==> src/rtl/dlrc_pkg.sv <==
`timescale 1ns / 1ps
// ----------------------------------------------------------------------------
// dlrc_pkg
// Shared types, codes and arithmetic helpers of the dimmer level ramp
// controller.
// ----------------------------------------------------------------------------
package dlrc_pkg;

    // command codes on the op field
    localparam logic [3:0] OP_ON     = 4'd0;
    localparam logic [3:0] OP_OFF    = 4'd1;
    localparam logic [3:0] OP_TOGGLE = 4'd2;
    localparam logic [3:0] OP_MTL    = 4'd3;
    localparam logic [3:0] OP_MOVE   = 4'd4;
    localparam logic [3:0] OP_STOP   = 4'd5;
    localparam logic [3:0] OP_TICK   = 4'd6;
    localparam logic [3:0] OP_REPORT = 4'd7;

    // report kinds
    localparam logic [1:0] RPT_BOOL  = 2'd0;
    localparam logic [1:0] RPT_VALUE = 2'd1;

    // result status codes
    localparam logic [1:0] ST_OK        = 2'd0;
    localparam logic [1:0] ST_UNKNOWN   = 2'd1;
    localparam logic [1:0] ST_MALFORMED = 2'd2;

    // write kinds
    localparam logic WK_BOOL  = 1'b0;
    localparam logic WK_VALUE = 1'b1;

    // configuration register indexes
    localparam logic [1:0] REG_CHANNEL   = 2'd0;
    localparam logic [1:0] REG_ONOFF_OVR = 2'd1;
    localparam logic [1:0] REG_LEVEL_OVR = 2'd2;

    localparam logic [3:0] CHANNEL_RESET  = 4'd1;
    localparam logic [7:0] ONOFF_ID_DEF   = 8'h01;
    localparam logic [7:0] LEVEL_ID_BASE  = 8'h07;
    localparam logic [7:0] LEVEL_ID_DEF   = 8'h08;

    localparam logic [7:0] LEVEL_MAX   = 8'd254;
    localparam logic [9:0] BRIGHT_MAX  = 10'd1000;
    localparam logic [7:0] RAMP_STEP   = 8'd12;

    // reciprocals: x/127 as (x*M)>>24 exact for x < 2^17,
    // x/125 as (x*M)>>22 exact for x < 2^15
    localparam logic [17:0] RECIP_127 = 18'd132105;
    localparam logic [15:0] RECIP_125 = 16'd33555;

    // decoded command classes
    typedef enum logic [3:0] {
        K_ON,
        K_OFF,
        K_TOGGLE,
        K_MTL,
        K_MOVE,
        K_STOP,
        K_TICK,
        K_RPT_ONOFF,
        K_RPT_LEVEL,
        K_NOP,
        K_MALFORMED,
        K_UNKNOWN
    } kind_t;

    typedef struct packed {
        kind_t       kind;
        logic        up;
        logic [7:0]  level;   // saturated target or decoded report level
        logic [9:0]  bright;  // brightness of the target
        logic        rpt_on;
    } cmd_t;

    typedef struct packed {
        logic [7:0] onoff_id;
        logic [7:0] level_id;
    } dp_ids_t;

    typedef struct packed {
        logic       write_valid;
        logic [7:0] write_id;
        logic       write_kind;
        logic [9:0] write_value;
        logic [1:0] status;
        logic       power_on;
        logic [7:0] dim_level;
        logic       level_changed;
        logic       onoff_changed;
        logic       last;
    } res_t;

    // level 0..254 -> brightness 0..1000, rounded:
    // (lv*1000+127)/254 == (lv*500+63)/127
    function automatic logic [9:0] to_bright(input logic [7:0] lv);
        logic [16:0] y;
        logic [34:0] p;
        y = ({lv, 9'd0}) - ({6'd0, lv, 3'd0}) - ({7'd0, lv, 2'd0}) + 17'd63;
        p = {18'd0, y} * {17'd0, RECIP_127};
        return p[33:24];
    endfunction

    // brightness 0..1000 -> level 0..254, rounded:
    // (v*254+500)/1000 == ((v*254+500)>>3)/125
    function automatic logic [7:0] from_bright(input logic [9:0] v);
        logic [17:0] x;
        logic [30:0] p;
        x = ({v, 8'd0}) - ({7'd0, v, 1'b0}) + 18'd500;
        p = {16'd0, x[17:3]} * {15'd0, RECIP_125};
        return p[29:22];
    endfunction

    function automatic dp_ids_t make_ids(input logic [3:0] ch,
                                         input logic [7:0] onoff_ovr,
                                         input logic [7:0] level_ovr);
        dp_ids_t ids;
        logic    ch_ok;
        ch_ok = (ch >= 4'd1) && (ch <= 4'd4);
        if (onoff_ovr != 8'd0)
            ids.onoff_id = onoff_ovr;
        else if (ch_ok)
            ids.onoff_id = {4'd0, ch};
        else
            ids.onoff_id = ONOFF_ID_DEF;
        if (level_ovr != 8'd0)
            ids.level_id = level_ovr;
        else if (ch_ok)
            ids.level_id = LEVEL_ID_BASE + {4'd0, ch};
        else
            ids.level_id = LEVEL_ID_DEF;
        return ids;
    endfunction

endpackage

==> src/rtl/dlrc_front.sv <==
`timescale 1ns / 1ps
// ----------------------------------------------------------------------------
// dlrc_front
// Classifies an incoming transaction: payload checks, report matching and
// decoding, target saturation and brightness conversion.
// ----------------------------------------------------------------------------
module dlrc_front
    import dlrc_pkg::*;
(
    input  logic [3:0]  op,
    input  logic [7:0]  target_level,
    input  logic        move_up,
    input  logic [1:0]  payload_len,
    input  logic [7:0]  report_id,
    input  logic [1:0]  report_type,
    input  logic [31:0] report_bytes,
    input  logic [2:0]  report_len,
    input  dp_ids_t     ids,
    output cmd_t        cmd
);

    logic [7:0]  tgt_sat;
    logic [31:0] rpt_raw;
    logic [9:0]  rpt_clamped;

    assign tgt_sat = (target_level > LEVEL_MAX) ? LEVEL_MAX : target_level;

    // big endian decode of the first report_len bytes
    always_comb
    begin
        case (report_len)
            3'd0:    rpt_raw = 32'd0;
            3'd1:    rpt_raw = {24'd0, report_bytes[31:24]};
            3'd2:    rpt_raw = {16'd0, report_bytes[31:16]};
            3'd3:    rpt_raw = {8'd0, report_bytes[31:8]};
            default: rpt_raw = report_bytes;
        endcase
    end

    assign rpt_clamped = (rpt_raw > {22'd0, BRIGHT_MAX}) ? BRIGHT_MAX : rpt_raw[9:0];

    always_comb
    begin
        cmd.kind   = K_UNKNOWN;
        cmd.up     = move_up;
        cmd.level  = tgt_sat;
        cmd.bright = to_bright(tgt_sat);
        cmd.rpt_on = (report_bytes[31:24] != 8'd0);
        case (op)
            OP_ON:     cmd.kind = K_ON;
            OP_OFF:    cmd.kind = K_OFF;
            OP_TOGGLE: cmd.kind = K_TOGGLE;
            OP_MTL:    cmd.kind = (payload_len == 2'd0) ? K_MALFORMED : K_MTL;
            OP_MOVE:   cmd.kind = (payload_len < 2'd2) ? K_MALFORMED : K_MOVE;
            OP_STOP:   cmd.kind = K_STOP;
            OP_TICK:   cmd.kind = K_TICK;
            OP_REPORT:
            begin
                if (report_type == RPT_BOOL && report_id == ids.onoff_id)
                begin
                    cmd.kind = (report_len == 3'd0) ? K_NOP : K_RPT_ONOFF;
                end
                else if (report_type == RPT_VALUE && report_id == ids.level_id)
                begin
                    cmd.kind  = K_RPT_LEVEL;
                    cmd.level = from_bright(rpt_clamped);
                end
                else
                begin
                    cmd.kind = K_NOP;
                end
            end
            default:   cmd.kind = K_UNKNOWN;
        endcase
    end

endmodule

==> src/rtl/dlrc_cmd_fifo.sv <==
`timescale 1ns / 1ps
// ----------------------------------------------------------------------------
// dlrc_cmd_fifo
// Two-entry queue of classified commands between front and back.
// ----------------------------------------------------------------------------
module dlrc_cmd_fifo
    import dlrc_pkg::*;
(
    input  logic clk,
    input  logic rst_n,
    input  logic wr_en,
    input  cmd_t wr_data,
    output logic full,
    input  logic rd_en,
    output cmd_t rd_data,
    output logic valid
);

    cmd_t       mem_reg [2];
    logic       wr_ptr_reg, wr_ptr_next;
    logic       rd_ptr_reg, rd_ptr_next;
    logic [1:0] cnt_reg, cnt_next;
    logic       do_wr, do_rd;

    assign full    = (cnt_reg == 2'd2);
    assign valid   = (cnt_reg != 2'd0);
    assign rd_data = mem_reg[rd_ptr_reg];
    assign do_wr   = wr_en && !full;
    assign do_rd   = rd_en && valid;

    always_comb
    begin
        wr_ptr_next = wr_ptr_reg ^ do_wr;
        rd_ptr_next = rd_ptr_reg ^ do_rd;
        cnt_next    = cnt_reg + {1'b0, do_wr} - {1'b0, do_rd};
    end

    always_ff @(posedge clk or negedge rst_n)
    begin
        if (!rst_n)
        begin
            wr_ptr_reg <= 1'b0;
            rd_ptr_reg <= 1'b0;
            cnt_reg    <= 2'd0;
        end
        else
        begin
            wr_ptr_reg <= wr_ptr_next;
            rd_ptr_reg <= rd_ptr_next;
            cnt_reg    <= cnt_next;
        end
    end

    always_ff @(posedge clk)
    begin
        if (do_wr)
            mem_reg[wr_ptr_reg] <= wr_data;
    end

endmodule

==> src/rtl/dlrc_back.sv <==
`timescale 1ns / 1ps
// ----------------------------------------------------------------------------
// dlrc_back
// Executes classified commands against the dimmer state and queues the
// results, one per cycle while the result queue is not full.
// ----------------------------------------------------------------------------
module dlrc_back
    import dlrc_pkg::*;
(
    input  logic    clk,
    input  logic    rst_n,
    input  logic    cmd_valid,
    input  cmd_t    cmd,
    output logic    cmd_pop,
    input  dp_ids_t ids,
    output res_t    res,
    output logic    empty,
    input  logic    pop
);

    logic       is_on_reg, is_on_next;
    logic [7:0] level_reg, level_next;
    logic       moving_reg, moving_next;
    logic       moving_up_reg, moving_up_next;
    logic       phase_reg, phase_next;

    res_t       q_reg [2];
    logic       q_wr_reg, q_wr_next;
    logic       q_rd_reg, q_rd_next;
    logic [1:0] q_cnt_reg, q_cnt_next;

    logic       emit;
    logic       q_full;
    logic       q_pop;
    logic [7:0] tick_lvl;
    res_t       r;

    assign q_full  = (q_cnt_reg == 2'd2);
    assign empty   = (q_cnt_reg == 2'd0);
    assign res     = q_reg[q_rd_reg];
    assign q_pop   = pop && !empty;
    assign emit    = cmd_valid && !q_full;
    assign cmd_pop = emit && ((cmd.kind != K_MTL) || phase_reg);

    // ramp one step toward the move direction, clamped at the limits
    always_comb
    begin
        tick_lvl = level_reg;
        if (moving_up_reg)
        begin
            if (level_reg < LEVEL_MAX)
                tick_lvl = ((LEVEL_MAX - level_reg) < RAMP_STEP) ? LEVEL_MAX
                                                                  : level_reg + RAMP_STEP;
        end
        else if (level_reg != 8'd0)
        begin
            tick_lvl = (level_reg < RAMP_STEP) ? 8'd0 : level_reg - RAMP_STEP;
        end
    end

    always_comb
    begin
        is_on_next     = is_on_reg;
        level_next     = level_reg;
        moving_next    = moving_reg;
        moving_up_next = moving_up_reg;
        phase_next     = phase_reg;
        r              = '0;
        r.last         = 1'b1;

        case (cmd.kind)
            K_ON,
            K_OFF,
            K_TOGGLE:
            begin
                if (cmd.kind == K_ON)
                    is_on_next = 1'b1;
                else if (cmd.kind == K_OFF)
                    is_on_next = 1'b0;
                else
                    is_on_next = !is_on_reg;
                r.write_valid = 1'b1;
                r.write_id    = ids.onoff_id;
                r.write_kind  = WK_BOOL;
                r.write_value = {9'd0, is_on_next};
            end
            K_MTL:
            begin
                r.write_valid = 1'b1;
                phase_next    = !phase_reg;
                if (!phase_reg)
                begin
                    level_next    = cmd.level;
                    is_on_next    = (cmd.level != 8'd0);
                    r.write_id    = ids.onoff_id;
                    r.write_kind  = WK_BOOL;
                    r.write_value = {9'd0, is_on_next};
                    r.last        = 1'b0;
                end
                else
                begin
                    r.write_id    = ids.level_id;
                    r.write_kind  = WK_VALUE;
                    r.write_value = cmd.bright;
                end
            end
            K_MOVE:
            begin
                moving_up_next = cmd.up;
                moving_next    = 1'b1;
                if (!is_on_reg && cmd.up)
                begin
                    is_on_next    = 1'b1;
                    r.write_valid = 1'b1;
                    r.write_id    = ids.onoff_id;
                    r.write_kind  = WK_BOOL;
                    r.write_value = 10'd1;
                end
            end
            K_STOP:
            begin
                moving_next = 1'b0;
            end
            K_TICK:
            begin
                if (moving_reg)
                begin
                    level_next = tick_lvl;
                    if (tick_lvl != level_reg)
                    begin
                        r.write_valid   = 1'b1;
                        r.write_id      = ids.level_id;
                        r.write_kind    = WK_VALUE;
                        r.write_value   = to_bright(tick_lvl);
                        r.level_changed = 1'b1;
                    end
                    if ((moving_up_reg && tick_lvl >= LEVEL_MAX) ||
                        (!moving_up_reg && tick_lvl == 8'd0))
                        moving_next = 1'b0;
                end
            end
            K_RPT_ONOFF:
            begin
                is_on_next      = cmd.rpt_on;
                r.onoff_changed = 1'b1;
            end
            K_RPT_LEVEL:
            begin
                level_next      = cmd.level;
                r.level_changed = 1'b1;
            end
            K_MALFORMED: r.status = ST_MALFORMED;
            K_UNKNOWN:   r.status = ST_UNKNOWN;
            default:     r.status = ST_OK;
        endcase

        r.power_on  = is_on_next;
        r.dim_level = level_next;

        if (!emit)
        begin
            is_on_next     = is_on_reg;
            level_next     = level_reg;
            moving_next    = moving_reg;
            moving_up_next = moving_up_reg;
            phase_next     = phase_reg;
        end

        q_wr_next  = q_wr_reg ^ emit;
        q_rd_next  = q_rd_reg ^ q_pop;
        q_cnt_next = q_cnt_reg + {1'b0, emit} - {1'b0, q_pop};
    end

    always_ff @(posedge clk or negedge rst_n)
    begin
        if (!rst_n)
        begin
            is_on_reg     <= 1'b0;
            level_reg     <= 8'd0;
            moving_reg    <= 1'b0;
            moving_up_reg <= 1'b0;
            phase_reg     <= 1'b0;
            q_wr_reg      <= 1'b0;
            q_rd_reg      <= 1'b0;
            q_cnt_reg     <= 2'd0;
        end
        else
        begin
            is_on_reg     <= is_on_next;
            level_reg     <= level_next;
            moving_reg    <= moving_next;
            moving_up_reg <= moving_up_next;
            phase_reg     <= phase_next;
            q_wr_reg      <= q_wr_next;
            q_rd_reg      <= q_rd_next;
            q_cnt_reg     <= q_cnt_next;
        end
    end

    always_ff @(posedge clk)
    begin
        if (emit)
            q_reg[q_wr_reg] <= r;
    end

endmodule

==> src/rtl/dimmer_level_ramp_controller_top.sv <==
`timescale 1ns / 1ps
// ----------------------------------------------------------------------------
// dimmer_level_ramp_controller_top
// One-channel light dimmer: on/off/toggle, move-to-level, ramp moves driven
// by ticks, and power-stage reports, producing data point writes.
// ----------------------------------------------------------------------------
//
// Channel   Handshake                     Payload
// --------  ----------------------------  ---------------------------------
// command   push / full                   op, target_level, move_up,
//                                         payload_len, report_* fields
// result    empty / pop                   write_*, status, power_on,
//                                         dim_level, *_changed, last
// config    APB psel/penable/pwrite,      channel_number @0x0,
//           pready tied high              onoff_id_override @0x4,
//                                         level_id_override @0x8
//
// Flow: a command transaction is classified on entry and lands in a
// two-entry command queue; the back end issues results into a two-entry
// result queue, so a result is registered there after its command sits in
// the command queue. Move-to-level issues two results, an on/off write then
// a level write; all other commands issue one. Sustained rate: one result
// per cycle while the result queue is not full, set by the single issue port.
// Reset: rst_n clears the dimmer state (off, level 0, not moving), both
// queues, and sets the channel to 1 with no id overrides.
// Stalls: while pop is low the result queue fills, the back end holds, and
// full rises once the command queue holds two commands.
// ----------------------------------------------------------------------------
module dimmer_level_ramp_controller_top
    import dlrc_pkg::*;
(
    input  logic        clk,
    input  logic        rst_n,

    // command queue side
    input  logic        push,
    output logic        full,
    input  logic [3:0]  op,
    input  logic [7:0]  target_level,
    input  logic        move_up,
    input  logic [1:0]  payload_len,
    input  logic [7:0]  report_id,
    input  logic [1:0]  report_type,
    input  logic [31:0] report_bytes,
    input  logic [2:0]  report_len,

    // result queue side
    output logic        empty,
    input  logic        pop,
    output logic        write_valid,
    output logic [7:0]  write_id,
    output logic        write_kind,
    output logic [9:0]  write_value,
    output logic [1:0]  status,
    output logic        power_on,
    output logic [7:0]  dim_level,
    output logic        level_changed,
    output logic        onoff_changed,
    output logic        last,

    // configuration port
    input  logic        psel,
    input  logic        penable,
    input  logic        pwrite,
    input  logic [3:0]  paddr,
    input  logic [31:0] pwdata,
    output logic [31:0] prdata,
    output logic        pready
);

    // configuration registers
    logic [3:0] channel_reg, channel_next;
    logic [7:0] onoff_ovr_reg, onoff_ovr_next;
    logic [7:0] level_ovr_reg, level_ovr_next;
    logic       cfg_wr;
    logic [1:0] cfg_idx;

    dp_ids_t ids;
    cmd_t    front_cmd;
    cmd_t    q_cmd;
    logic    q_valid;
    logic    q_pop;
    res_t    res;

    assign pready  = 1'b1;
    assign cfg_wr  = psel && penable && pwrite && pready;
    assign cfg_idx = paddr[3:2];

    always_comb
    begin
        channel_next   = channel_reg;
        onoff_ovr_next = onoff_ovr_reg;
        level_ovr_next = level_ovr_reg;
        if (cfg_wr)
        begin
            case (cfg_idx)
                REG_CHANNEL:   channel_next   = pwdata[3:0];
                REG_ONOFF_OVR: onoff_ovr_next = pwdata[7:0];
                REG_LEVEL_OVR: level_ovr_next = pwdata[7:0];
                default:       channel_next   = channel_reg;
            endcase
        end
    end

    always_comb
    begin
        case (cfg_idx)
            REG_CHANNEL:   prdata = {28'd0, channel_reg};
            REG_ONOFF_OVR: prdata = {24'd0, onoff_ovr_reg};
            REG_LEVEL_OVR: prdata = {24'd0, level_ovr_reg};
            default:       prdata = 32'd0;
        endcase
    end

    always_ff @(posedge clk or negedge rst_n)
    begin
        if (!rst_n)
        begin
            channel_reg   <= CHANNEL_RESET;
            onoff_ovr_reg <= 8'd0;
            level_ovr_reg <= 8'd0;
        end
        else
        begin
            channel_reg   <= channel_next;
            onoff_ovr_reg <= onoff_ovr_next;
            level_ovr_reg <= level_ovr_next;
        end
    end

    // data point ids are to change only while the block is idle; not enforced here
    assign ids = make_ids(channel_reg, onoff_ovr_reg, level_ovr_reg);

    // front: classify the incoming transaction
    dlrc_front u_front (
        .op           (op),
        .target_level (target_level),
        .move_up      (move_up),
        .payload_len  (payload_len),
        .report_id    (report_id),
        .report_type  (report_type),
        .report_bytes (report_bytes),
        .report_len   (report_len),
        .ids          (ids),
        .cmd          (front_cmd)
    );

    // decouples classification from execution
    dlrc_cmd_fifo u_cmd_fifo (
        .clk     (clk),
        .rst_n   (rst_n),
        .wr_en   (push),
        .wr_data (front_cmd),
        .full    (full),
        .rd_en   (q_pop),
        .rd_data (q_cmd),
        .valid   (q_valid)
    );

    // back: state update and result issue
    dlrc_back u_back (
        .clk       (clk),
        .rst_n     (rst_n),
        .cmd_valid (q_valid),
        .cmd       (q_cmd),
        .cmd_pop   (q_pop),
        .ids       (ids),
        .res       (res),
        .empty     (empty),
        .pop       (pop)
    );

    assign write_valid   = res.write_valid;
    assign write_id      = res.write_id;
    assign write_kind    = res.write_kind;
    assign write_value   = res.write_value;
    assign status        = res.status;
    assign power_on      = res.power_on;
    assign dim_level     = res.dim_level;
    assign level_changed = res.level_changed;
    assign onoff_changed = res.onoff_changed;
    assign last          = res.last;

endmodule

==> config.mk <==
export PLATFORM = sky130hd
export DESIGN_NAME = dimmer_level_ramp_controller_top
export DESIGN_NICKNAME = d
export VERILOG_FILES = /design/src/rtl/dlrc_pkg.sv /design/src/rtl/dlrc_front.sv /design/src/rtl/dlrc_cmd_fifo.sv /design/src/rtl/dlrc_back.sv /design/src/rtl/dimmer_level_ramp_controller_top.sv
export SDC_FILE = /design/constraint.sdc
export NUM_CORES = 1
export LEC_CHECK = 0
export ABC_AREA = 1
export CORE_UTILIZATION = 60
export DETAILED_ROUTE_END_ITERATION = 7
export DONT_BUFFER_PORTS = 1
export PLACE_DENSITY_LB_ADDON = 0.12
export SLEW_MARGIN = 20
export SYNTH_ARGS = -nofsm -noshare
export SYNTH_HDL_FRONTEND = slang
export SYNTH_SLANG_ARGS = --single-unit
==> constraint.sdc <==
create_clock -name clk -period 9.7 [get_ports clk]
set_input_delay 0.485 -clock clk [delete_from_list [all_inputs] [get_ports clk]]
set_output_delay 0.485 -clock clk [all_outputs]
set_load 0.03 [all_outputs]
**Word level (Yosys, flattened, before mapping)**

Memories as Yosys holds them, arrays and structs flattened.
Index checks and enable logic that the tools add are counted.

- Div/mod/pow operators: 0
- Reductions and logical operators: 43
- Muxes and demuxes: 49
- Shift-type cells: 0
- $mul: 3
- $add $sub $neg: 16
- Order comparisons: 9
- Bitwise operators: 4
- Equality and inequality tests: 29

Operators by type and width:

| operator | number |
|---|---|
| $pmux W32 S4 | 1 |
| $mux W8 | 13 |
| $pmux W20 S4 | 1 |
| $mul A17 B18 Y34 const B | 2 |
| $mux W20 | 3 |
| $pmux W8 S3 | 2 |
| $reduce_bool A8 Y1 | 5 |
| $add A17 B6 Y17 const B | 2 |
| $sub A17 B10 Y17 | 2 |
| $sub A17 B11 Y17 | 2 |
| $eq A4 B3 Y1 const B | 8 |
| $gt A32 B10 Y1 const B | 1 |
| $pmux W4 S8 | 1 |
| $mul A15 B16 Y30 const B | 1 |
| $mux W4 | 5 |
| $mux W19 | 1 |
| $add A18 B9 Y18 const B | 1 |
| $sub A18 B11 Y18 | 1 |
| $eq A4 B2 Y1 const B | 4 |
| $eq A8 B8 Y1 | 2 |
| $lt A8 B4 Y1 const B | 2 |
| $mux W1 | 16 |
| $logic_and A1 B1 Y1 | 13 |
| $eq A4 B4 Y1 const B | 3 |
| other kinds (36) | 61 |

- Bits in registers: 40
- Output and inout port bits: 69
- Bits in writable memories: 116
- Latch bits: 0
- Logic and storage cells: 169
- Memories: 2
- Memory bits (read-only): 0
- Input bits: 103

Memories:

| memory | depth | width | rd ports | clocked after memory_dff | write ports | RTL line | source |
|---|---|---|---|---|---|---|---|
| u_back.q_reg | 2 | 34 | 1 | 0 | 1 | dlrc_back.sv:27 | `res_t q_reg [2];` |
| u_cmd_fifo.mem_reg | 2 | 24 | 1 | 0 | 1 | dlrc_cmd_fifo.sv:19 | `cmd_t mem_reg [2];` |

**Depth between registers and ports, before layout**

Gate-level depths: netlist of run 1.

- Word-level depth: 12
- Mapped depth: 53
- Mapped depth without buffers: 52

**Cells and area by module**

From an unflattened synthesis of run 1, not the netlist that was laid out.

- Cells, all modules: 2,252
- Area, all modules: 18,072.3 um^2

Modules (own cells, without submodules):

| module | cells each | area each (um^2) | times used | sequential area each (um^2) |
|---|---|---|---|---|
| dlrc_front | 1,062 | 7,544.7 | 1 | 0.0 |
| dlrc_back | 845 | 7,093.1 | 1 | 2,442.3 |
| dlrc_cmd_fifo | 156 | 2,005.7 | 1 | 1,541.5 |
| dimmer_level_ramp_controller_top | 189 | 1,428.9 | 1 | 501.7 |

**Least setup slack after synthesis of run 1**

OpenSTA, ideal clock, no wires.

- Path kind: input to register
- From: input port report_len[2]
- To: memory u_cmd_fifo.mem_reg[0][18] (netlist bit) (data pin)
- Data arrival time: 7.555 ns
- Data required time: 9.440 ns
- Setup slack: 1.885 ns
- Buffers on the path: 2
- Cell stages on the path: 46
- Path through: buf_6 > or2_1 > nand2_1 > nand3_1 > nand2_1 > nand3_1 > nand2_1 > nand2_2 > nand2_4 > nand2_2 > nor2_1 > inv_1 > ha_1 > clkbuf_1 > nand2_1 > inv_1 > nand3_1 > nor3_1 > (+10 left out) > fa_1 > ha_1 > ha_1 > a21oi_1 > o21ai_0 > o21ai_0 > nand3_1 > nand3_1 > nand2_1 > a31oi_1 > nor2_1 > or2_2 > nand2_1 > nand2_1 > nand2_1 > nand2_1 > nand2_1 > nand2_1

RTL lines:

| item | RTL line | source |
|---|---|---|
| from (decl) | dimmer_level_ramp_controller_top.sv:45 | `input logic [2:0] report_len,` |
| to (decl) | dlrc_cmd_fifo.sv:19 |  |

==> results of run 1 <==
==> cell usage in the layout, fill, tap and decap left out, types with 5 or more instances in the layout <==
cell | netlist | final
clkbuf_16 | 0 | 17
dfrtp_1 | 39 | 39
o221ai_1 | 9 | 9
o22ai_1 | 27 | 27
a31oi_1 | 11 | 11
a21o_1 | 7 | 7
xor2_1 | 55 | 55
nor2_2 | 7 | 7
o211ai_1 | 13 | 13
o21bai_1 | 5 | 5
nand3_1 | 67 | 67
nand2_2 | 17 | 17
or2_2 | 12 | 12
xnor2_1 | 16 | 16
o21ai_1 | 6 | 6
nor3_1 | 20 | 20
o21a_1 | 8 | 8
nand4_1 | 28 | 28
edfxtp_1 | 116 | 116
ha_1 | 358 | 356
mux2i_1 | 12 | 12
a211oi_1 | 6 | 6
nor2_1 | 118 | 118
nand2_1 | 389 | 389
a21oi_1 | 109 | 109
inv_6 | 0 | 6
inv_1 | 348 | 348
fa_1 | 52 | 52
o21ai_0 | 92 | 92
inv_2 | 14 | 14
conb_1 | 2 | 25
==> layout make-up <==
class	instances	area, µm²
tap	378	473
timing repair buffer	6	60.1
inverter	366	1380
multi-input combinational	1519	11200
fill	2411	9880
sequential	156	4490
clock inverter	15	156
clock buffer	17	425
==> worst max-delay path: cells and delay by family <==
family	cells	cell delay (ps)
adder cells (fa/ha/maj)	9	3430
AND/OR/NAND/NOR	19	2680
AO/OA/AOI/OAI	8	1200
XOR/XNOR	1	410
buffers and inverters	5	370
==> cells by family after synthesis <==
kind of cell | count (synthesis) | synth area share
AOI/OAI and AO/OA | 318 | 0.108
muxes | 12 | 0.00694
and+or+nand+nor | 683 | 0.172
adders and majority gates | 410 | 0.319
xor gates and xnor gates | 71 | 0.0359
other | 2 | 0.000434
buffers and inverters | 416 | 0.0980
DFF | 156 | 0.259
==> layer usage <==
| layer | global-route usage | up-vias | routed length [µm] |
|---|---|---|---|
| met4 | 0.0877 | 2 | 886 |
| met1 | 0.347 | 6364 | 17300 |
| met3 | 0.0439 | 65 | 2140 |
| met5 | 0 | - | 13 |
| met2 | 0.468 | 371 | 17900 |
| li1 | - | 6877 | - |
==> worst paths after layout <==
check / cells past startpoint / start / slack, ps / to
max reg2reg: 46 / u_back.level_reg[2] / 1400 / u_back.q_reg[0][23]
max in group asynchronous: 2 / rst_n / 8920 / channel_reg[0]
min in group asynchronous: 2 / rst_n / 520 / level_ovr_reg[1]
min: 0 / move_up / 140 / u_cmd_fifo.mem_reg[0][19]
max: 42 / report_bytes[27] / 1280 / u_cmd_fifo.mem_reg[0][18]
min reg2reg: 2 / level_ovr_reg[3] / 490 / level_ovr_reg[3]
==> stage by stage <==
stage / hold WS (ps) / instances / cell area (µm²) / setup WS (ps) / util
detailed placement: 193 / 2423 / 17600 / 885 / 0.626
global placement: 193 / 2423 / 17600 / 1030 / 0.626
CTS: 132 / 2457 / 18200 / 1310 / 0.648
floorplan: 189 / 2091 / 17400 / 1890 / -
finish: 144 / 2457 / 18200 / 1280 / 0.648
global route: 128 / 2457 / 18200 / 519 / 0.648
==> what timing repair did <==
item	in CTS	in global routing
hold buffers	2	0
gates resized for setup	0	0
hold endpoints to repair	40	0
==> metrics.txt, run 1 <==
status finished, final reports clean; WP data arrival approximately 8600 ps; All-Layer GR Usage 0.272; core area roughly 28,000 µm²; # Post-CTS Setup Buffers 0; Fmax achieved 0.119 GHz; max reg flops 68; Synth warnings 0; Max-cap violations 0; drt total wl roughly 38,000 µm; vias per cell around 5.6; wire per inst about 16 µm; initial DRC count between 800 and 900; cell mode on critical path nand2_1; Die Area slightly below 30,000 µm²; EDFF count, synth 116; die height 172 µm; CTS tree done; GR Overflow Total 0; Data required, critical path 9860 ps; maximum buffer depth of the clock tree 2; Post-route DRC 0; period utilization 0.869; Rows 61; Async SR Flop Fraction 0.256; Seq/Total Area, Yosys 0.259; top cell type's share of synthesized area 0.259; CTS H-tree lvls 4; Final TNS setup 0 ps; Synth Register Bits about 160; vias in the first global route between 10,000 and 15,000; Synth Cell Area around 17,000 µm²; final clock skew ~12 ps; Initial Util 0.616; RSZ-0062 raised after global routing false; Period minus WS final 8420 ps; clk slew on worst S/H paths 70 ps; Worst-Margin Slew between 1000 and 1500 ps; IO buf count 0; post-DP HPWL 31,900 µm; Max Slew Vio Count 0; Syn-to-layout area delta 5.16%; pin count of the biggest net entering global routing a little over 40; routed via count approximately 14,000; CP endpoint kind register; root buffer cell clkbuf_16; Distinct cells, synth 68; mean post-synth cell area 8.37 µm²; initial antenna violation count 1; slowest stage cell, crit path fa_1; placer congestion estimate between 0.9 and 1; CTS buffer count 17; Hold WC Path Type input port to register; clock latency on the worst-skew pair 430 ps; Max FO, Critical Path 9; slew margin rel. 0.262; clk sink count about 160; Die W between 150 and 200 µm; Pre-Repair DR Iteration Count 5; Final Setup Violations 0; critical path launch point type input port; most frequent cell after synthesis nand2_1; synth top area cells ha_1 (26%), edfxtp_1 (20%), nand2_1 (8.4%), inv_1 (7.5%), fa_1 (6.0%); share of cells above drive strength 1 0.0553; first-pass GRT wire length around 63,000 µm; top_reg_cell synth edfxtp_1; CP peak stage delay between 500 and 600 ps; Post-Synthesis Cells slightly above 2,000; ANT cells 0; Final Hold Violating Endpoints 0; Yosys top cell by area ha_1; Post-layout nets roughly 2,600; synth cell count leaders nand2_1 (389), ha_1 (358), inv_1 (348); Ports approximately 170; Crit Path Class input port to register; Final ANT Viol Nets 0
Power of run 1 is not shown: default switching activity piles up to over one toggle a cycle in this logic, so the estimate is an artifact.
==> run 2, diff against run 1 <==
==> constraint.sdc (replaced) <==
create_clock -name clk -period 10.5 [get_ports clk]
set_input_delay 0.525 -clock clk [delete_from_list [all_inputs] [get_ports clk]]
set_output_delay 0.525 -clock clk [all_outputs]
set_load 0.03 [all_outputs]
==> metrics.txt, run 2 (same netlist as run 1, synthesis figures left out) <==
Die Area 29,500 µm² (unchanged); drt total wl 38,200 µm (-0.16%); final clock skew 13.1 ps (+0.740 ps); worst reg2reg path depth 46 (unchanged); CP peak stage delay 550 ps (about the same); placer congestion estimate 0.902 (-1.1%); initial DRC count 791 (-12%); All-Layer GR Usage 0.271 (-0.000486); Crit. path cell count 44 (+4.8%); Syn-to-layout area delta 5.35%; ANT cells 0 (unchanged); vias per cell 5.55 (-0.39%); pin count of the biggest net entering global routing 41 (unchanged); Final Setup Violations 0 (unchanged); first-pass GRT wire length 63,000 µm (-0.42%); # Post-CTS Setup Buffers 0 (unchanged); period utilization 0.805; routed via count 13,600 (-0.43%); Ports 172 (unchanged); Worst Path Buf+Inv 4 (-1); Final ANT Viol Nets 0 (unchanged); Post-route DRC 0 (unchanged); wire per inst 15.6 µm (-0.12%); status finished, final reports clean; maximum buffer depth of the clock tree 2 (unchanged); IO buf count 0 (unchanged); Period minus WS final roughly 8400 ps; clk slew on worst S/H paths 70 ps (about the same); cell mode on critical path nand2_1; critical path launch point type input port; post-DP HPWL 31,900 µm (+0.13%); most frequent cells in the layout nand2_1 (389), ha_1 (356), inv_1 (348), nor2_1 (118), edfxtp_1 (116); Initial Util 0.616 (unchanged); Max FO, Critical Path 9 (unchanged); max reg flops 68 (unchanged); slew margin rel. 0.290 (+0.0277); CP endpoint kind register; Hold WC Path Type input port to register; vias in the first global route 13,300 (-1.2%); hold depth 0 (unchanged); CTS tree done; slowest stage cell, crit path fa_1; clk sink count 156 (unchanged); Post-layout nets 2,578 (-0.039%); initial antenna violation count 2 (+1); Worst-Margin Slew 1070 ps (-41.5 ps); Crit Path Class input port to register; delay-heaviest family, CP adder cells; Die W 172 µm (unchanged); GR Overflow Total 0 (unchanged); RSZ-0062 raised after global routing false; root buffer cell clkbuf_16; CTS buffer count 17 (unchanged); Final TNS setup 0 ps (unchanged); Max-cap violations 0 (unchanged); Max Slew Vio Count 0 (unchanged); Fmax achieved ~0.12 GHz; core area 28,100 µm² (unchanged); placed insts 2,422 (-0.041%); share of cells above drive strength 1 0.0549 (-0.000455); most common cell after layout, fill and taps aside nand2_1; Finished Layout Cells 2,456 (-0.041%); Pre-Repair DR Iteration Count 5 (unchanged); clock latency on the worst-skew pair 430 ps (about the same); die height 172 µm (unchanged); WP data arrival 8600 ps (+20 ps); Final Hold Violating Endpoints 0 (unchanged); Rows 61 (unchanged); Data required, critical path 10,660 ps (+800 ps); CTS H-tree lvls 4 (unchanged)
[run 2: cell types whose count changed in the layout (fill, tap and decap cells not counted), sizes merged]
| cell | before | now |
|---|---|---|
| buf | 5 | 4 |
| inv | 371 | 374 |
| clkinvlp | 2 | 0 |
| clkinv | 7 | 4 |
| clkbuf | 17 | 19 |
[run 2: repair_timing]
item	4_1_cts	5_1_grt
gates resized for setup	0	0
hold buffers	2	0
endpoints found under the hold margin	40	0
[run 2: per-stage QoR]
stage	area [µm²]	utilization	hold slack [ps]	worst slack, ps
floorplan	17400	-	229	2650
global placement	17600	0.626	233	1790
detailed placement	17600	0.626	233	1720
CTS	18200	0.649	179	2150
global route	18200	0.649	173	1290
finish	18200	0.649	192	2050
[run 2: per-layer routing]
metal	up-vias	global-route usage	part of all wire
li1	6869	-	-
met1	6334	0.346	0.45
met2	350	0.467	0.47
met3	63	0.0488	0.056
met4	4	0.0800	0.021
met5	-	0	0.00071
[run 2: final cells by class]
type                    instances  area [µm²]
multi-input cells            1519       11200
repair buffers                  5        60.1
flip-flops and latches        156        4490
clock buffers                  19         475
well taps                     378         473
fillers                      2471        9850
inverters                     366        1380
clock inverters                13         139
[run 2: path summary, 6_finish.rpt]
| check | start | end | slack, ps |
|---|---|---|---|
| max reg2reg | u_back.level_reg[2] | u_back.q_reg[1][23] | 2250 |
| min reg2reg | level_ovr_reg[6] | level_ovr_reg[6] | 490 |
| max | report_bytes[31] | u_cmd_fifo.mem_reg[0][18] | 2050 |
| min | move_up | u_cmd_fifo.mem_reg[1][19] | 190 |
| max in group asynchronous | rst_n | channel_reg[0] | 9650 |
| min in group asynchronous | rst_n | level_ovr_reg[3] | 600 |
Power of run 2 is left out for the same reason.
==> run 3, diff against run 2 <==
==> constraint.sdc (replaced) <==
create_clock -name clk -period 8.4 [get_ports clk]
set_input_delay 0.42 -clock clk [delete_from_list [all_inputs] [get_ports clk]]
set_output_delay 0.42 -clock clk [all_outputs]
set_load 0.03 [all_outputs]
==> metrics.txt, run 3 (same netlist as run 1, synthesis figures left out) <==
CTS buffer count 17 (unchanged); initial DRC count 925 (+17%); clk sink count 156 (unchanged); IO buf count 0 (unchanged); share of cells above drive strength 1 0.0702 (+0.0153); Max-cap violations 0 (unchanged); maximum buffer depth of the clock tree 2 (unchanged); Rows 61 (unchanged); Initial Util 0.616 (unchanged); Ports 172 (unchanged); clock latency on the worst-skew pair 430 ps (about the same); Fmax achieved 0.128 GHz; drt total wl 38,900 µm (+1.7%); routed via count 13,600 (+0.095%); Final Hold Violating Endpoints 0 (unchanged); Final Setup Violations 0 (unchanged); Max FO, Critical Path 8 (-1); Period minus WS final roughly 7800 ps; Post-route DRC 0 (unchanged); period utilization 0.929; GR Overflow Total 0 (unchanged); critical path launch point type register; clk slew on worst S/H paths 60 ps (about the same); vias per cell 5.51 (-0.59%); Final Hold Slack 85.9 ps (-106 ps); final clock skew 8.64 ps (-4.45 ps); Worst-Margin Slew 704 ps (-361 ps); placer congestion estimate 0.937 (+3.9%); die height 172 µm (unchanged); Die W 172 µm (unchanged); most common cell after layout, fill and taps aside nand2_1; Final ANT Viol Nets 0 (unchanged); core area 28,100 µm² (unchanged); status finished, final reports clean; wire per inst 15.7 µm (+1.0%); cell mode on critical path ha_1; Data required, critical path 8590 ps (-2070 ps); root buffer cell clkbuf_16; CTS tree done; Post-layout nets 2,595 (+0.66%); slowest stage cell, crit path fa_1; CTS H-tree lvls 4 (unchanged); Die Area 29,500 µm² (unchanged); CP endpoint kind register; Worst Slack Setup Final 596 ps (-1460 ps); Max Slew Vio Count 0 (unchanged); max reg flops 68 (unchanged); Hold WC Path Type input port to register; vias in the first global route 13,100 (-1.1%); final core occ 0.655 (+0.00557); CP peak stage delay 510 ps (-40 ps); pin count of the biggest net entering global routing 41 (unchanged); All-Layer GR Usage 0.275 (+0.00417); Crit Path Class register to register; slew margin rel. 0.529 (+0.239); first-pass GRT wire length 63,800 µm (+1.1%); most frequent cells in the layout nand2_1 (388), ha_1 (355), inv_1 (348), edfxtp_1 (116), nor2_1 (113); Pre-Repair DR Iteration Count 6 (+1); # Post-CTS Setup Buffers 0 (unchanged); Syn-to-layout area delta 6.25%; WP data arrival 8000 ps (-600 ps); pre-CTS setup slack -28.7 ps (-1750 ps); post-DP HPWL 32,600 µm (+2.0%); ANT cells 0 (unchanged); initial antenna violation count 0 (-2)
run 3: changes by cell type in the layout (fill, tap and decap cells not counted), moves of 3 or more:
cell | previous run | this run
nor2_2 | 7 | 10
buf_4 | 3 | 20
inv_8 | 6 | 3
a21oi_2 | 0 | 3
nor2_1 | 118 | 113
a21oi_1 | 109 | 106
run 3: cell type report:
cell class | count | area, µm²
multi-input combinational | 1519 | 11300
clock buffer | 18 | 439
fill | 2453 | 9700
timing repair buffer | 22 | 180
tap | 378 | 473
sequential | 156 | 4490
inverter | 366 | 1380
clock inverter | 14 | 134
run 3: what timing repair did:
item	4_1_cts	5_1_grt
hold buffers	2	0
endpoints found under the hold margin	40	0
resized for setup	0	19
endpoints found under the setup margin	0	14
run 3: critical path, delay by kind of cell, from the launching register on:
| kind | cells | cell delay, ps |
|---|---|---|
| buf+inv | 5 | 340 |
| flops | 1 | 450 |
| compound gates | 9 | 1570 |
| xor+xnor | 2 | 330 |
| simple gates | 16 | 1980 |
| fa+ha+maj | 9 | 2860 |
run 3: layer usage:
| layer | GRT usage | up-vias | part of all wire |
|---|---|---|---|
| met2 | 0.476 | 374 | 0.48 |
| met1 | 0.350 | 6287 | 0.45 |
| met5 | 0 | - | 0 |
| li1 | - | 6909 | - |
| met4 | 0.0808 | 0 | 0.020 |
| met3 | 0.0501 | 63 | 0.058 |
run 3: through the flow:
stage | cell area, µm² | instances | TNS [ps]
2_1_floorplan | 17400 | 2091 | 0
3_3_place_gp | 17700 | 2439 | 0
3_5_place_dp | 17700 | 2439 | -57.5
4_1_cts | 18300 | 2473 | 0
5_1_grt | 18400 | 2473 | -11.7
6_report | 18400 | 2473 | 0
run 3: path summary, 6_finish.rpt:
kind	slack (ps)	start	depth (start not counted)	end
min in group asynchronous	460	rst_n	2	level_ovr_reg[3]
hold / removal	90	move_up	0	u_cmd_fifo.mem_reg[1][19]
setup reg to reg	600	u_back.level_reg[2]	41	u_back.q_reg[1][17]
max in group asynchronous	7680	rst_n	2	channel_reg[0]
hold reg to reg	500	level_ovr_reg[3]	2	level_ovr_reg[3]
setup / recovery	600	u_back.level_reg[2]	41	u_back.q_reg[1][17]
Power of run 3 is left out for the same reason.
